File: src/hdl/rth_pkg.sv
`timescale 1ns / 1ps

package rth_pkg;

    localparam int CH_W       = 8;
    localparam int HUE_W      = 9;
    localparam int FRAC_OUT_W = 17;
    localparam int SUM_W      = 9;
    localparam int DADJ_W     = 11;
    localparam int DIV_DEN_W  = 9;
    localparam int IN_TDATA_W  = 24;
    localparam int OUT_TDATA_W = 48;

    // saturation divisor threshold and fold value (sum > 255 gives 510 - sum), hue numerator scale (2 * 60)
    localparam int LIGHT_BIAS = 255;
    localparam int LIGHT_DEN  = 510;
    localparam int HUE_SCALE  = 120;

    // lightness as floor((sum * 2**(f-1) + 127) / 255), exact for any 32-bit operand
    // through the reciprocal ceil(2**39 / 255)
    localparam int          LIGHT_Y_W       = 32;
    localparam int          LIGHT_HALF_BIAS = 127;
    localparam logic [31:0] LIGHT_RECIP     = 32'h80808081;
    localparam int          LIGHT_SHIFT     = 39;

    typedef struct packed {
        logic                valid;
        logic                grey;
        logic [SUM_W-1:0]    sum;
        logic [CH_W-1:0]     delta;
        logic [CH_W-1:0]     den;
        logic [DADJ_W-1:0]   dadj;
    } prep_t;

endpackage

File: src/hdl/rth_prep.sv
`timescale 1ns / 1ps

module rth_prep (
    input  logic                      clk,
    input  logic                      rst_n,
    input  logic                      en,
    input  logic                      in_valid,
    input  logic [rth_pkg::CH_W-1:0]  red,
    input  logic [rth_pkg::CH_W-1:0]  green,
    input  logic [rth_pkg::CH_W-1:0]  blue,
    output rth_pkg::prep_t            prep
);
    import rth_pkg::*;

    typedef enum logic [2:0] {
        SEC_RED   = 3'b001,
        SEC_GREEN = 3'b010,
        SEC_BLUE  = 3'b100
    } sector_t;

    // stage 1: max, min and winning channel
    logic [CH_W-1:0] mx_next, mn_next;
    sector_t         sec_next;

    logic            v1_reg;
    logic [CH_W-1:0] r1_reg, g1_reg, b1_reg, mx_reg, mn_reg;
    sector_t         sec_reg;

    always_comb
    begin
        if (red >= green && red >= blue)
        begin
            sec_next = SEC_RED;
            mx_next  = red;
        end
        else if (green >= blue)
        begin
            sec_next = SEC_GREEN;
            mx_next  = green;
        end
        else
        begin
            sec_next = SEC_BLUE;
            mx_next  = blue;
        end
        mn_next = red;
        if (green < mn_next)
        begin
            mn_next = green;
        end
        if (blue < mn_next)
        begin
            mn_next = blue;
        end
    end

    always_ff @(posedge clk or negedge rst_n)
    begin
        if (!rst_n)
        begin
            v1_reg <= 1'b0;
        end
        else if (en)
        begin
            v1_reg <= in_valid;
        end
    end

    always_ff @(posedge clk)
    begin
        if (en)
        begin
            r1_reg  <= red;
            g1_reg  <= green;
            b1_reg  <= blue;
            mx_reg  <= mx_next;
            mn_reg  <= mn_next;
            sec_reg <= sec_next;
        end
    end

    // stage 2: sum, delta, saturation divisor, hue sector offset
    logic [SUM_W-1:0]  sum_next;
    logic [CH_W-1:0]   delta_next, den_next;
    logic [11:0]       d_raw, d_wrap, dl12;
    logic [DADJ_W-1:0] dadj_next;

    logic              v2_reg, grey_reg;
    logic [SUM_W-1:0]  sum_reg;
    logic [CH_W-1:0]   delta_reg, den_reg;
    logic [DADJ_W-1:0] dadj_reg;

    always_comb
    begin
        sum_next   = {1'b0, mx_reg} + {1'b0, mn_reg};
        delta_next = mx_reg - mn_reg;
        if (sum_next > SUM_W'(LIGHT_BIAS))
        begin
            den_next = CH_W'(SUM_W'(LIGHT_DEN) - sum_next);
        end
        else
        begin
            den_next = sum_next[CH_W-1:0];
        end
        dl12 = {4'b0, delta_next};
        // offset in sixths of a turn scaled by delta, wrapping only occurs in the red sector
        case (sec_reg)
            SEC_RED:   d_raw = {4'b0, g1_reg} - {4'b0, b1_reg};
            SEC_GREEN: d_raw = {4'b0, b1_reg} - {4'b0, r1_reg} + (dl12 << 1);
            SEC_BLUE:  d_raw = {4'b0, r1_reg} - {4'b0, g1_reg} + (dl12 << 2);
            default:   d_raw = '0;
        endcase
        d_wrap    = d_raw + (dl12 << 2) + (dl12 << 1);
        dadj_next = d_raw[11] ? d_wrap[DADJ_W-1:0] : d_raw[DADJ_W-1:0];
    end

    always_ff @(posedge clk or negedge rst_n)
    begin
        if (!rst_n)
        begin
            v2_reg <= 1'b0;
        end
        else if (en)
        begin
            v2_reg <= v1_reg;
        end
    end

    always_ff @(posedge clk)
    begin
        if (en)
        begin
            grey_reg  <= (delta_next == '0);
            sum_reg   <= sum_next;
            delta_reg <= delta_next;
            den_reg   <= den_next;
            dadj_reg  <= dadj_next;
        end
    end

    assign prep.valid = v2_reg;
    assign prep.grey  = grey_reg;
    assign prep.sum   = sum_reg;
    assign prep.delta = delta_reg;
    assign prep.den   = den_reg;
    assign prep.dadj  = dadj_reg;

endmodule

File: src/hdl/rth_div.sv
`timescale 1ns / 1ps

// restoring divider, one quotient bit per stage; needs num < den * 2**QUO_W
module rth_div #(
    parameter int NUM_W = 26,
    parameter int QUO_W = 17
) (
    input  logic                    clk,
    input  logic                    en,
    input  logic [NUM_W-1:0]        num,
    input  logic [NUM_W-QUO_W-1:0]  den,
    output logic [QUO_W-1:0]        quo
);
    localparam int REM_W = NUM_W - QUO_W;

    logic [REM_W-1:0] rem_reg  [QUO_W-1];
    logic [REM_W-1:0] dvs_reg  [QUO_W-1];
    logic [QUO_W-1:0] work_reg [QUO_W];

    logic [REM_W-1:0] rem_src  [QUO_W];
    logic [REM_W-1:0] dvs_src  [QUO_W];
    logic [QUO_W-1:0] work_src [QUO_W];

    assign rem_src[0]  = num[NUM_W-1:QUO_W];
    assign dvs_src[0]  = den;
    assign work_src[0] = num[QUO_W-1:0];

    for (genvar s = 0; s < QUO_W; s++)
    begin : g_stage
        logic [REM_W:0] trial;
        logic           take;

        assign trial = {rem_src[s], work_src[s][QUO_W-1]};
        assign take  = (trial >= {1'b0, dvs_src[s]});

        always_ff @(posedge clk)
        begin
            if (en)
            begin
                work_reg[s] <= {work_src[s][QUO_W-2:0], take};
            end
        end

        if (s + 1 < QUO_W)
        begin : g_carry
            logic [REM_W:0] diff;

            assign diff = trial - {1'b0, dvs_src[s]};

            always_ff @(posedge clk)
            begin
                if (en)
                begin
                    rem_reg[s] <= take ? diff[REM_W-1:0] : trial[REM_W-1:0];
                    dvs_reg[s] <= dvs_src[s];
                end
            end

            assign rem_src[s+1]  = rem_reg[s];
            assign dvs_src[s+1]  = dvs_reg[s];
            assign work_src[s+1] = work_reg[s];
        end
    end

    assign quo = work_reg[QUO_W-1];

endmodule

File: src/hdl/rgb_to_hsl_converter.sv
`timescale 1ns / 1ps

// rgb to hsl pixel converter
// s_tdata carries one pixel per transfer; m_tdata carries hue, saturation
// and lightness for it, one result transfer per input transfer, in order.
// saturation and lightness are fractions scaled by 2**FRACTION_BITS, kept
// to their 17-bit fields; hue is in whole degrees 0..360, zero for grey.
// from input transfer to m_tvalid a pixel passes two front stages and then
// the restoring dividers, which resolve one quotient bit per stage.
// lightness rides along and is finished by a reciprocal multiply in the
// last stage.
// throughput: one pixel per cycle while m_tready is high.
// the whole pipeline advances together: when a result waits with m_tready
// low, every stage holds and s_tready drops; nothing is lost or repeated.
// reset clears all valid bits; the block is ready right after reset.
module rgb_to_hsl_converter #(
    parameter int FRACTION_BITS = 16
) (
    input  logic                              clk,
    input  logic                              rst_n,
    input  logic                              s_tvalid,
    output logic                              s_tready,
    // red [7:0], green [15:8], blue [23:16]
    input  logic [rth_pkg::IN_TDATA_W-1:0]    s_tdata,
    output logic                              m_tvalid,
    input  logic                              m_tready,
    // hue_degrees [8:0], saturation [25:9], lightness [42:26], zero fill
    output logic [rth_pkg::OUT_TDATA_W-1:0]   m_tdata
);
    import rth_pkg::*;

    localparam int QUO_W = FRACTION_BITS + 1;
    localparam int NUM_W = FRACTION_BITS + 10;

    logic  en;
    prep_t prep;

    assign en       = !m_tvalid || m_tready;
    assign s_tready = en;

    rth_prep u_prep (
        .clk      (clk),
        .rst_n    (rst_n),
        .en       (en),
        .in_valid (s_tvalid),
        .red      (s_tdata[CH_W-1:0]),
        .green    (s_tdata[2*CH_W-1:CH_W]),
        .blue     (s_tdata[3*CH_W-1:2*CH_W]),
        .prep     (prep)
    );

    logic [NUM_W-1:0]     sat_num, hue_num;
    logic [DIV_DEN_W-1:0] sat_den, hue_den;
    logic [QUO_W-1:0]     sat_q, hue_q;

    // round to nearest: (2*n*2**f + d) / (2*d)
    assign sat_num   = (NUM_W'(prep.delta) << (FRACTION_BITS + 1)) + NUM_W'(prep.den);
    assign sat_den   = {prep.den, 1'b0};
    assign hue_num   = NUM_W'(prep.dadj) * NUM_W'(HUE_SCALE) + NUM_W'(prep.delta);
    assign hue_den   = {prep.delta, 1'b0};

    rth_div #(.NUM_W(NUM_W), .QUO_W(QUO_W)) u_sat_div (
        .clk (clk),
        .en  (en),
        .num (sat_num),
        .den (sat_den),
        .quo (sat_q)
    );

    rth_div #(.NUM_W(NUM_W), .QUO_W(QUO_W)) u_hue_div (
        .clk (clk),
        .en  (en),
        .num (hue_num),
        .den (hue_den),
        .quo (hue_q)
    );

    // valid and grey flags ride alongside the divider stages
    logic [QUO_W-1:0] vld_reg, vld_next;
    logic [QUO_W-1:0] grey_reg, grey_next;

    assign vld_next  = {vld_reg[QUO_W-2:0], prep.valid};
    assign grey_next = {grey_reg[QUO_W-2:0], prep.grey};

    always_ff @(posedge clk or negedge rst_n)
    begin
        if (!rst_n)
        begin
            vld_reg <= '0;
        end
        else if (en)
        begin
            vld_reg <= vld_next;
        end
    end

    always_ff @(posedge clk)
    begin
        if (en)
        begin
            grey_reg <= grey_next;
        end
    end

    // sum waits until the last divider stage, then lightness is registered with it
    logic [QUO_W-2:0][SUM_W-1:0] sum_pipe_reg, sum_pipe_next;
    logic [LIGHT_Y_W-1:0]        light_y;
    logic [2*LIGHT_Y_W-1:0]      light_prod;
    logic [FRAC_OUT_W-1:0]       light_reg, light_next;

    assign sum_pipe_next = {sum_pipe_reg[QUO_W-3:0], prep.sum};
    assign light_y       = (LIGHT_Y_W'(sum_pipe_reg[QUO_W-2]) << (FRACTION_BITS - 1))
                           + LIGHT_Y_W'(LIGHT_HALF_BIAS);
    assign light_prod    = (2*LIGHT_Y_W)'(light_y) * (2*LIGHT_Y_W)'(LIGHT_RECIP);
    assign light_next    = FRAC_OUT_W'(light_prod >> LIGHT_SHIFT);

    always_ff @(posedge clk)
    begin
        if (en)
        begin
            sum_pipe_reg <= sum_pipe_next;
            light_reg    <= light_next;
        end
    end

    logic                  grey_out;
    logic [HUE_W-1:0]      hue_out;
    logic [FRAC_OUT_W-1:0] sat_out, light_out;

    assign grey_out  = grey_reg[QUO_W-1];
    assign hue_out   = grey_out ? '0 : HUE_W'(hue_q);
    assign sat_out   = grey_out ? '0 : FRAC_OUT_W'(sat_q);
    assign light_out = light_reg;

    assign m_tvalid = vld_reg[QUO_W-1];
    assign m_tdata  = {(OUT_TDATA_W - HUE_W - 2*FRAC_OUT_W)'(0), light_out, sat_out, hue_out};

endmodule

File: config.mk
export PLATFORM = sky130hd
export DESIGN_NAME = rgb_to_hsl_converter
export DESIGN_NICKNAME = d
export VERILOG_FILES = /design/src/hdl/rth_pkg.sv /design/src/hdl/rth_prep.sv /design/src/hdl/rth_div.sv /design/src/hdl/rgb_to_hsl_converter.sv
export SDC_FILE = /design/constraint.sdc
export NUM_CORES = 2
export LEC_CHECK = 0
export BUFFER_PORTS_ARGS = -buffer_cell sky130_fd_sc_hd__buf_4
export CAP_MARGIN = 20
export CORE_MARGIN = 5
export CORE_UTILIZATION = 45
export DETAILED_ROUTE_END_ITERATION = 7
export GPL_ROUTABILITY_DRIVEN = 0
export MAX_ROUTING_LAYER = met4
export PLACE_DENSITY_LB_ADDON = 0.08
export SLEW_MARGIN = 20
export SYNTH_ARGS = -nofsm -noshare
export SYNTH_HDL_FRONTEND = slang
export SYNTH_SLANG_ARGS = --single-unit
File: constraint.sdc
create_clock -name clk -period 111.8 [get_ports clk]
set_input_delay 11.18 -clock clk [delete_from_list [all_inputs] [get_ports clk]]
set_output_delay 11.18 -clock clk [all_outputs]
set_load 0.01 [all_outputs]
# Yosys cells after proc, flatten, opt, wreduce, memory -nomap -nowiden

Memory sizes are Yosys's and may differ from the RTL's.
Cells that the tools add are included.

Order comparisons: 40
$add $sub $neg: 45
Multipliers: 2
Equal/unequal tests: 3
Muxes and demuxes: 44
Reduce and logical (&&, ||, !) cells: 4

Operators with widths:

| cell                                                                            | count |
|---|---|
| 10-bit by 9-bit >= comparator with 1-bit output                                 | 33 |
| 9-bit 2-to-1 mux                                                                | 33 |
| 9-bit subtractor                                                                | 31 |
| 25-bit by 32-bit multiplier with 56-bit output, second input constant           | 1 |
| 8-bit 2-to-1 mux                                                                | 5 |
| 12-bit case mux with 3 select lines                                             | 1 |
| 8-bit by 8-bit subtractor with 9-bit output                                     | 3 |
| 25-bit by 8-bit adder with 26-bit output                                        | 1 |
| 24-bit by 7-bit adder with 25-bit output, second input constant                 | 1 |
| 8-bit >= comparator                                                             | 3 |
| 18-bit by 8-bit adder with 19-bit output                                        | 1 |
| 17-bit 2-to-1 mux                                                               | 1 |
| 8-bit < comparator                                                              | 2 |
| 11-bit by 4-bit multiplier with 15-bit output, second input constant            | 1 |
| 12-bit by 10-bit adder with 12-bit output                                       | 1 |
| 12-bit by 9-bit adder with 12-bit output                                        | 1 |
| 11-bit by 10-bit adder with 11-bit output                                       | 1 |
| 11-bit by 9-bit adder with 11-bit output                                        | 1 |
| 11-bit 2-to-1 mux                                                               | 1 |
| 8-bit by 8-bit adder with 9-bit output                                          | 1 |
| 3-bit by 9-bit >= comparator with 1-bit output                                  | 1 |
| 9-bit by 8-bit greater-than comparator with 1-bit output, second input constant | 1 |
| 3-bit by 9-bit subtractor with 9-bit output                                     | 1 |
| 8-bit logical NOT                                                               | 1 |
| other kinds (10)                                                                | 11 |

Memories kept: 6
Logic and storage cells: 176
RAM bits: 1154
Register bits after elaboration: 277
Bits of input ports: 28
Output and inout bits: 50

Memories:

| memory             | depth | width | rd ports | clocked after memory_dff | write ports | line          | source |
|---|---|---|---|---|---|---|---|
| u_hue_div.work_reg | 17    | 17    | 17       | 0                        | 17          | rth_div.sv:18 | `logic [QUO_W-1:0] work_reg [QUO_W];` |
| u_sat_div.work_reg | 17    | 17    | 17       | 0                        | 17          | rth_div.sv:18 |  |
| u_hue_div.dvs_reg  | 16    | 9     | 16       | 0                        | 16          | rth_div.sv:17 | `logic [REM_W-1:0] dvs_reg [QUO_W-1];` |
| u_hue_div.rem_reg  | 16    | 9     | 16       | 0                        | 16          | rth_div.sv:16 | `logic [REM_W-1:0] rem_reg [QUO_W-1];` |
| u_sat_div.dvs_reg  | 16    | 9     | 16       | 0                        | 16          | rth_div.sv:17 |  |
| u_sat_div.rem_reg  | 16    | 9     | 16       | 0                        | 16          | rth_div.sv:16 |  |

# Depth between registers and ports, before layout

Word-level depth: 6
Depth in mapped cells: 24
Mapped depth without buffers: 24

# Cells and area by module

A second synthesis with hierarchy kept.

Cells, all modules: 4875
Area total of the unflattened synthesis: 68574.5 um2

By module, submodules not included:

| module               | area each (um2) | instances | cells each | seq. area each (um2) |
|---|---|---|---|---|
| rth_div (u_sat_div)  | 26112.5         | 1         | 1781       | 17326.6 |
| rth_div (u_hue_div)  | 26097.5         | 1         | 1774       | 17326.6 |
| rgb_to_hsl_converter | 9369.0          | 1         | 641        | 5770.5 |
| rth_prep             | 6995.5          | 1         | 679        | 2392.3 |

# Worst setup path before layout

No wires, ideal clock.

Kind: input port to output port
Start: in m_tready
End: out s_tready
Setup slack: 61.006 ns
Required time: 100.620 ns
Arrival time: 39.614 ns
Path buffers: 1
Cell stages on the path: 2
Cells stage by stage: nand2b_1 > clkbuf_1

Word-level cells in the longest chain between the ends: 1

RTL lines:

| what               | line                       | source |
|---|---|---|
| start: declaration | rgb_to_hsl_converter.sv:26 | `input logic m_tready,` |
| 1-bit logical OR   | rgb_to_hsl_converter.sv:38 | `assign en = !m_tvalid \|\| m_tready;` |
| end: declaration   | rgb_to_hsl_converter.sv:22 | `output logic s_tready,` |

Every way passes these cells.

# Final worst setup path

Same ends and word-level chain as after synthesis.

==> impl_metrics.prom <==
# TYPE chip_impl_metric gauge
chip_impl_metric{name="coreArea",unit="mm^2"} 0.116
chip_impl_info{name="cts_tree",value="yes"} 1
chip_impl_metric{name="placed_area",unit="mm^2"} 0.0548
chip_impl_metric{name="route.final.wire_length",unit="mm"} 88.5
chip_impl_metric{name="hold_buffers",unit=""} 0
chip_impl_metric{name="worst_path_largest_cell_delay",unit="ps"} 280
chip_impl_info{name="reg2reg_from",value="u_prep.dadj_reg[6]"} 1
chip_impl_metric{name="avgSynthCellArea",unit="um^2"} 13.3
chip_impl_metric{name="final_util",unit="%"} 50.6
chip_impl_info{name="timing.setup.critical_path_class",value="input pin to output port"} 1
chip_impl_metric{name="r2r.worst_path.cells",unit=""} 20
chip_impl_metric{name="clock_sinks",unit=""} 1058
chip_impl_metric{name="ys_seq_elements",unit=""} 1058
chip_impl_metric{name="synth_xor_area_share",unit="%"} 4.03
chip_impl_metric{name="first_global_vias",unit=""} 29537
chip_impl_metric{name="setup_total_negative_slack",unit="ps"} 0
chip_impl_metric{name="worstSkewPairLatency",unit="ps"} 690
chip_impl_metric{name="timing.critical_path.arrival",unit="ps"} 11790
chip_impl_metric{name="post_drt_via_cell_ratio",unit=""} 5.01
chip_impl_metric{name="antenna_left",unit=""} 0
chip_impl_metric{name="max_clock_freq",unit="MHz"} 43.5
chip_impl_metric{name="worst_slew_margin_rel",unit="%"} 28.8
chip_impl_metric{name="tritoncts.num_buffers",unit=""} 114
chip_impl_metric{name="setup_skew_after_layout",unit="ps"} 21.1
chip_impl_metric{name="synth.mux.area_fraction",unit="%"} 2.29
chip_impl_metric{name="synthDominantCellAreaShare",unit="%"} 59.6
chip_impl_metric{name="grt_max_degree",unit=""} 169
chip_impl_metric{name="buffer_ports.inserted",unit=""} 72
chip_impl_info{name="status",value="completed"} 1
chip_impl_metric{name="post_synth_fa_ha_maj_area_fraction",unit="%"} 13.2
chip_impl_info{name="path_delay_family",value="buffers and inverters"} 1
chip_impl_metric{name="starting_density_of_the_core",unit="%"} 45.2
chip_impl_metric{name="timing.hold.worst_path_depth",unit=""} 0
chip_impl_info{name="timing.critical_path.from_type",value="input pin"} 1
chip_impl_metric{name="total_die_area",unit="mm^2"} 0.123
chip_impl_metric{name="seq_area_frac_synth",unit="%"} 60.5
chip_impl_metric{name="design.final.nets",unit=""} 4628
chip_impl_info{name="grt_setup_unrepaired",value="false"} 1
chip_impl_metric{name="placement_rows",unit=""} 125
chip_impl_info{name="synth_top_flop_cell",value="edfxtp_1"} 1
chip_impl_metric{name="first_iter_violations",unit=""} 1447
chip_impl_info{name="timing.critical_path.cells",value="buf_4, nand2b_4, buf_4"} 1
chip_impl_info{name="worst_path_cell_with_the_longest_stage_delay",value="nand2b_4"} 1
chip_impl_metric{name="clk_transition_reported_paths",unit="ps"} 60
chip_impl_info{name="hold_start",value="sum_pipe_next[44]"} 1
chip_impl_metric{name="grt_pass1_wl",unit="mm"} 146
chip_impl_info{name="post-synth-top-count-cell",value="edfxtp_1"} 1
chip_impl_metric{name="die-width",unit="um"} 351
chip_impl_info{name="critPathLaunch",value="m_tready"} 1
chip_impl_metric{name="route.detailed.drc",unit=""} 0
chip_impl_metric{name="detailedRoute.firstPassIterationCount",unit=""} 5
chip_impl_metric{name="largest_register_ff_count",unit=""} 237
chip_impl_info{name="synth.area.top_cells",value="edfxtp_1 60%, ha_1 11%, inv_1 3.2%, xnor2_1 3.1%, a21oi_1 2.8%"} 1
chip_impl_metric{name="grt_util_all_layers",unit="%"} 15.0
chip_impl_metric{name="synth_enable_flop_cells",unit=""} 1039
chip_impl_metric{name="worst_slew_pin_slew",unit="ps"} 1060
chip_impl_info{name="synthDominantAreaCellType",value="edfxtp_1"} 1
chip_impl_metric{name="slew_viol_final",unit=""} 0
chip_impl_metric{name="grt_antenna_before_repair",unit=""} 3
chip_impl_metric{name="syn_inst_count",unit=""} 3924
chip_impl_metric{name="die_h",unit="um"} 351
chip_impl_metric{name="synth.cell_area",unit="mm^2"} 0.0523
chip_impl_metric{name="finalSetupViolCount",unit=""} 0
chip_impl_info{name="synth_top_family_by_area",value="adder cells"} 1
chip_impl_metric{name="dr_total_vias",unit=""} 28639
chip_impl_metric{name="postSynth.asyncResetShare",unit="%"} 1.80
chip_impl_info{name="critical_path.endpoint_type",value="output port"} 1
chip_impl_metric{name="worstSetupPathDepth",unit=""} 3
chip_impl_metric{name="synth-warning-count",unit=""} 0
chip_impl_metric{name="area_growth",unit="%"} 12.0
chip_impl_metric{name="ctsLongestPathBuffers",unit=""} 3
chip_impl_metric{name="post-dp-hpwl",unit="mm"} 63.2
chip_impl_metric{name="drv_cap",unit=""} 0
chip_impl_metric{name="synthSimpleGateAreaFrac",unit="%"} 7.59
chip_impl_metric{name="post_cts_buffers",unit=""} 0
chip_impl_metric{name="post_cts.resized_instances",unit=""} 0
chip_impl_metric{name="fin_crit_sh",unit="%"} 20.5
chip_impl_metric{name="io_pins",unit=""} 78
chip_impl_metric{name="globalRoute.totalOverflow",unit=""} 0
chip_impl_metric{name="final_hold_viol_count",unit=""} 0
chip_impl_metric{name="post-route-min-period",unit="ps"} 22970
chip_impl_info{name="critical-path-top-cell-by-count",value="buf_4"} 1
chip_impl_metric{name="share_of_final_layout_standard_cells_stronger_than_drive_strength_1",unit="%"} 8.90
chip_impl_metric{name="critPathMaxFanout",unit=""} 21
chip_impl_metric{name="critical_path.n_buffers_inverters",unit=""} 2
chip_impl_metric{name="worst_ep_required_time",unit="ps"} 100620
chip_impl_metric{name="detail_route.wl_per_cell",unit="um"} 15.5
chip_impl_metric{name="synth-compound-area-share",unit="%"} 8.78
chip_impl_metric{name="ys_types",unit=""} 72
chip_impl_info{name="cts_root_buffer",value="clkbuf_16"} 1
chip_impl_info{name="synth_common_cells",value="1,039 x edfxtp_1, 452 x inv_1, 443 x ha_1, 288 x a21oi_1, 263 x nor2_1"} 1
chip_impl_metric{name="final_area",unit="mm^2"} 0.0586
chip_impl_info{name="hold_path.class",value="flip-flop to flip-flop"} 1
chip_impl_metric{name="htree_num_levels",unit=""} 3
==> cell families after synthesis <==
| logic type | after synthesis |
|---|---|
| DFF | 1058 |
| adders and majority gates | 510 |
| and+or+nand+nor | 759 |
| other | 1 |
| xor gates and xnor gates | 241 |
| AOI/OAI and AO/OA | 743 |
| muxes | 110 |
| buffers and inverters | 502 |
==> per-stage QoR <==
step | hold slack, ps | instances | worst slack (ps)
2_1_floorplan | 400 | 3928 | 61010
3_3_place_gp | 400 | 5497 | 88810
3_5_place_dp | 405 | 5497 | 88810
4_1_cts | 393 | 5712 | 88810
5_1_grt | 399 | 5715 | 88780
6_report | 399 | 5715 | 88830
==> path summary, 6_finish.rpt <==
kind / to / slack (ps)
worst max-delay path: s_tready / 88830
worst min-delay path: sum_pipe_next[53] / 400
worst max register to register: u_hue_div.rem_reg[0][2] / 105890
worst min register to register: sum_pipe_next[53] / 400
max in group asynchronous: vld_reg[16] / 101220
min in group asynchronous: u_prep.v1_reg / 10380
==> per-layer routing <==
metal  wire (um)  vias to the layer above  track usage (%)  share of wire (%)
met1       38400                    13616             17.8                 43
met5           0                        -                -                  0
met2       44700                      310             26.4                 50
met3        2790                      167             2.66                3.2
met4        2620                        0             4.42                3.0
li1            -                    14546                -                  -
==> worst reg2reg max path, delay by kind of cell (launching register included) <==
family                   cells  cell delay (ps)
AND/OR/NAND/NOR              5             1590
adder cells (fa/ha/maj)      5             1700
multiplexers                 1              350
XOR/XNOR                     2              370
flip-flops                   1              360
buffers and inverters        4              390
AO/OA/AOI/OAI                3              900
==> layout make-up <==
type | instances | area [um^2]
diodes | 2 | 5.00
clock buffers | 141 | 2950
clock inverters | 74 | 833
fillers | 9989 | 57300
inverters | 452 | 1700
multi-input cells | 2368 | 18800
flip-flops and latches | 1058 | 31700
well taps | 1524 | 1910
repair buffers | 96 | 753
==> cell usage in the layout (no fill, tap or decap), types with 114 or more instances in the layout <==
master | Yosys | routed
a21o_1 | 134 | 134
a21oi_1 | 288 | 287
clkbuf_16 | 0 | 114
edfxtp_1 | 1039 | 1039
ha_1 | 443 | 443
inv_1 | 452 | 452
nor2_1 | 263 | 263
nor2b_1 | 145 | 145
o21ai_0 | 137 | 137
xnor2_1 | 184 | 184
Power is left out: the tool's default activity adds up to more than one toggle a clock period on the data nets, which glitch-free logic cannot reach.
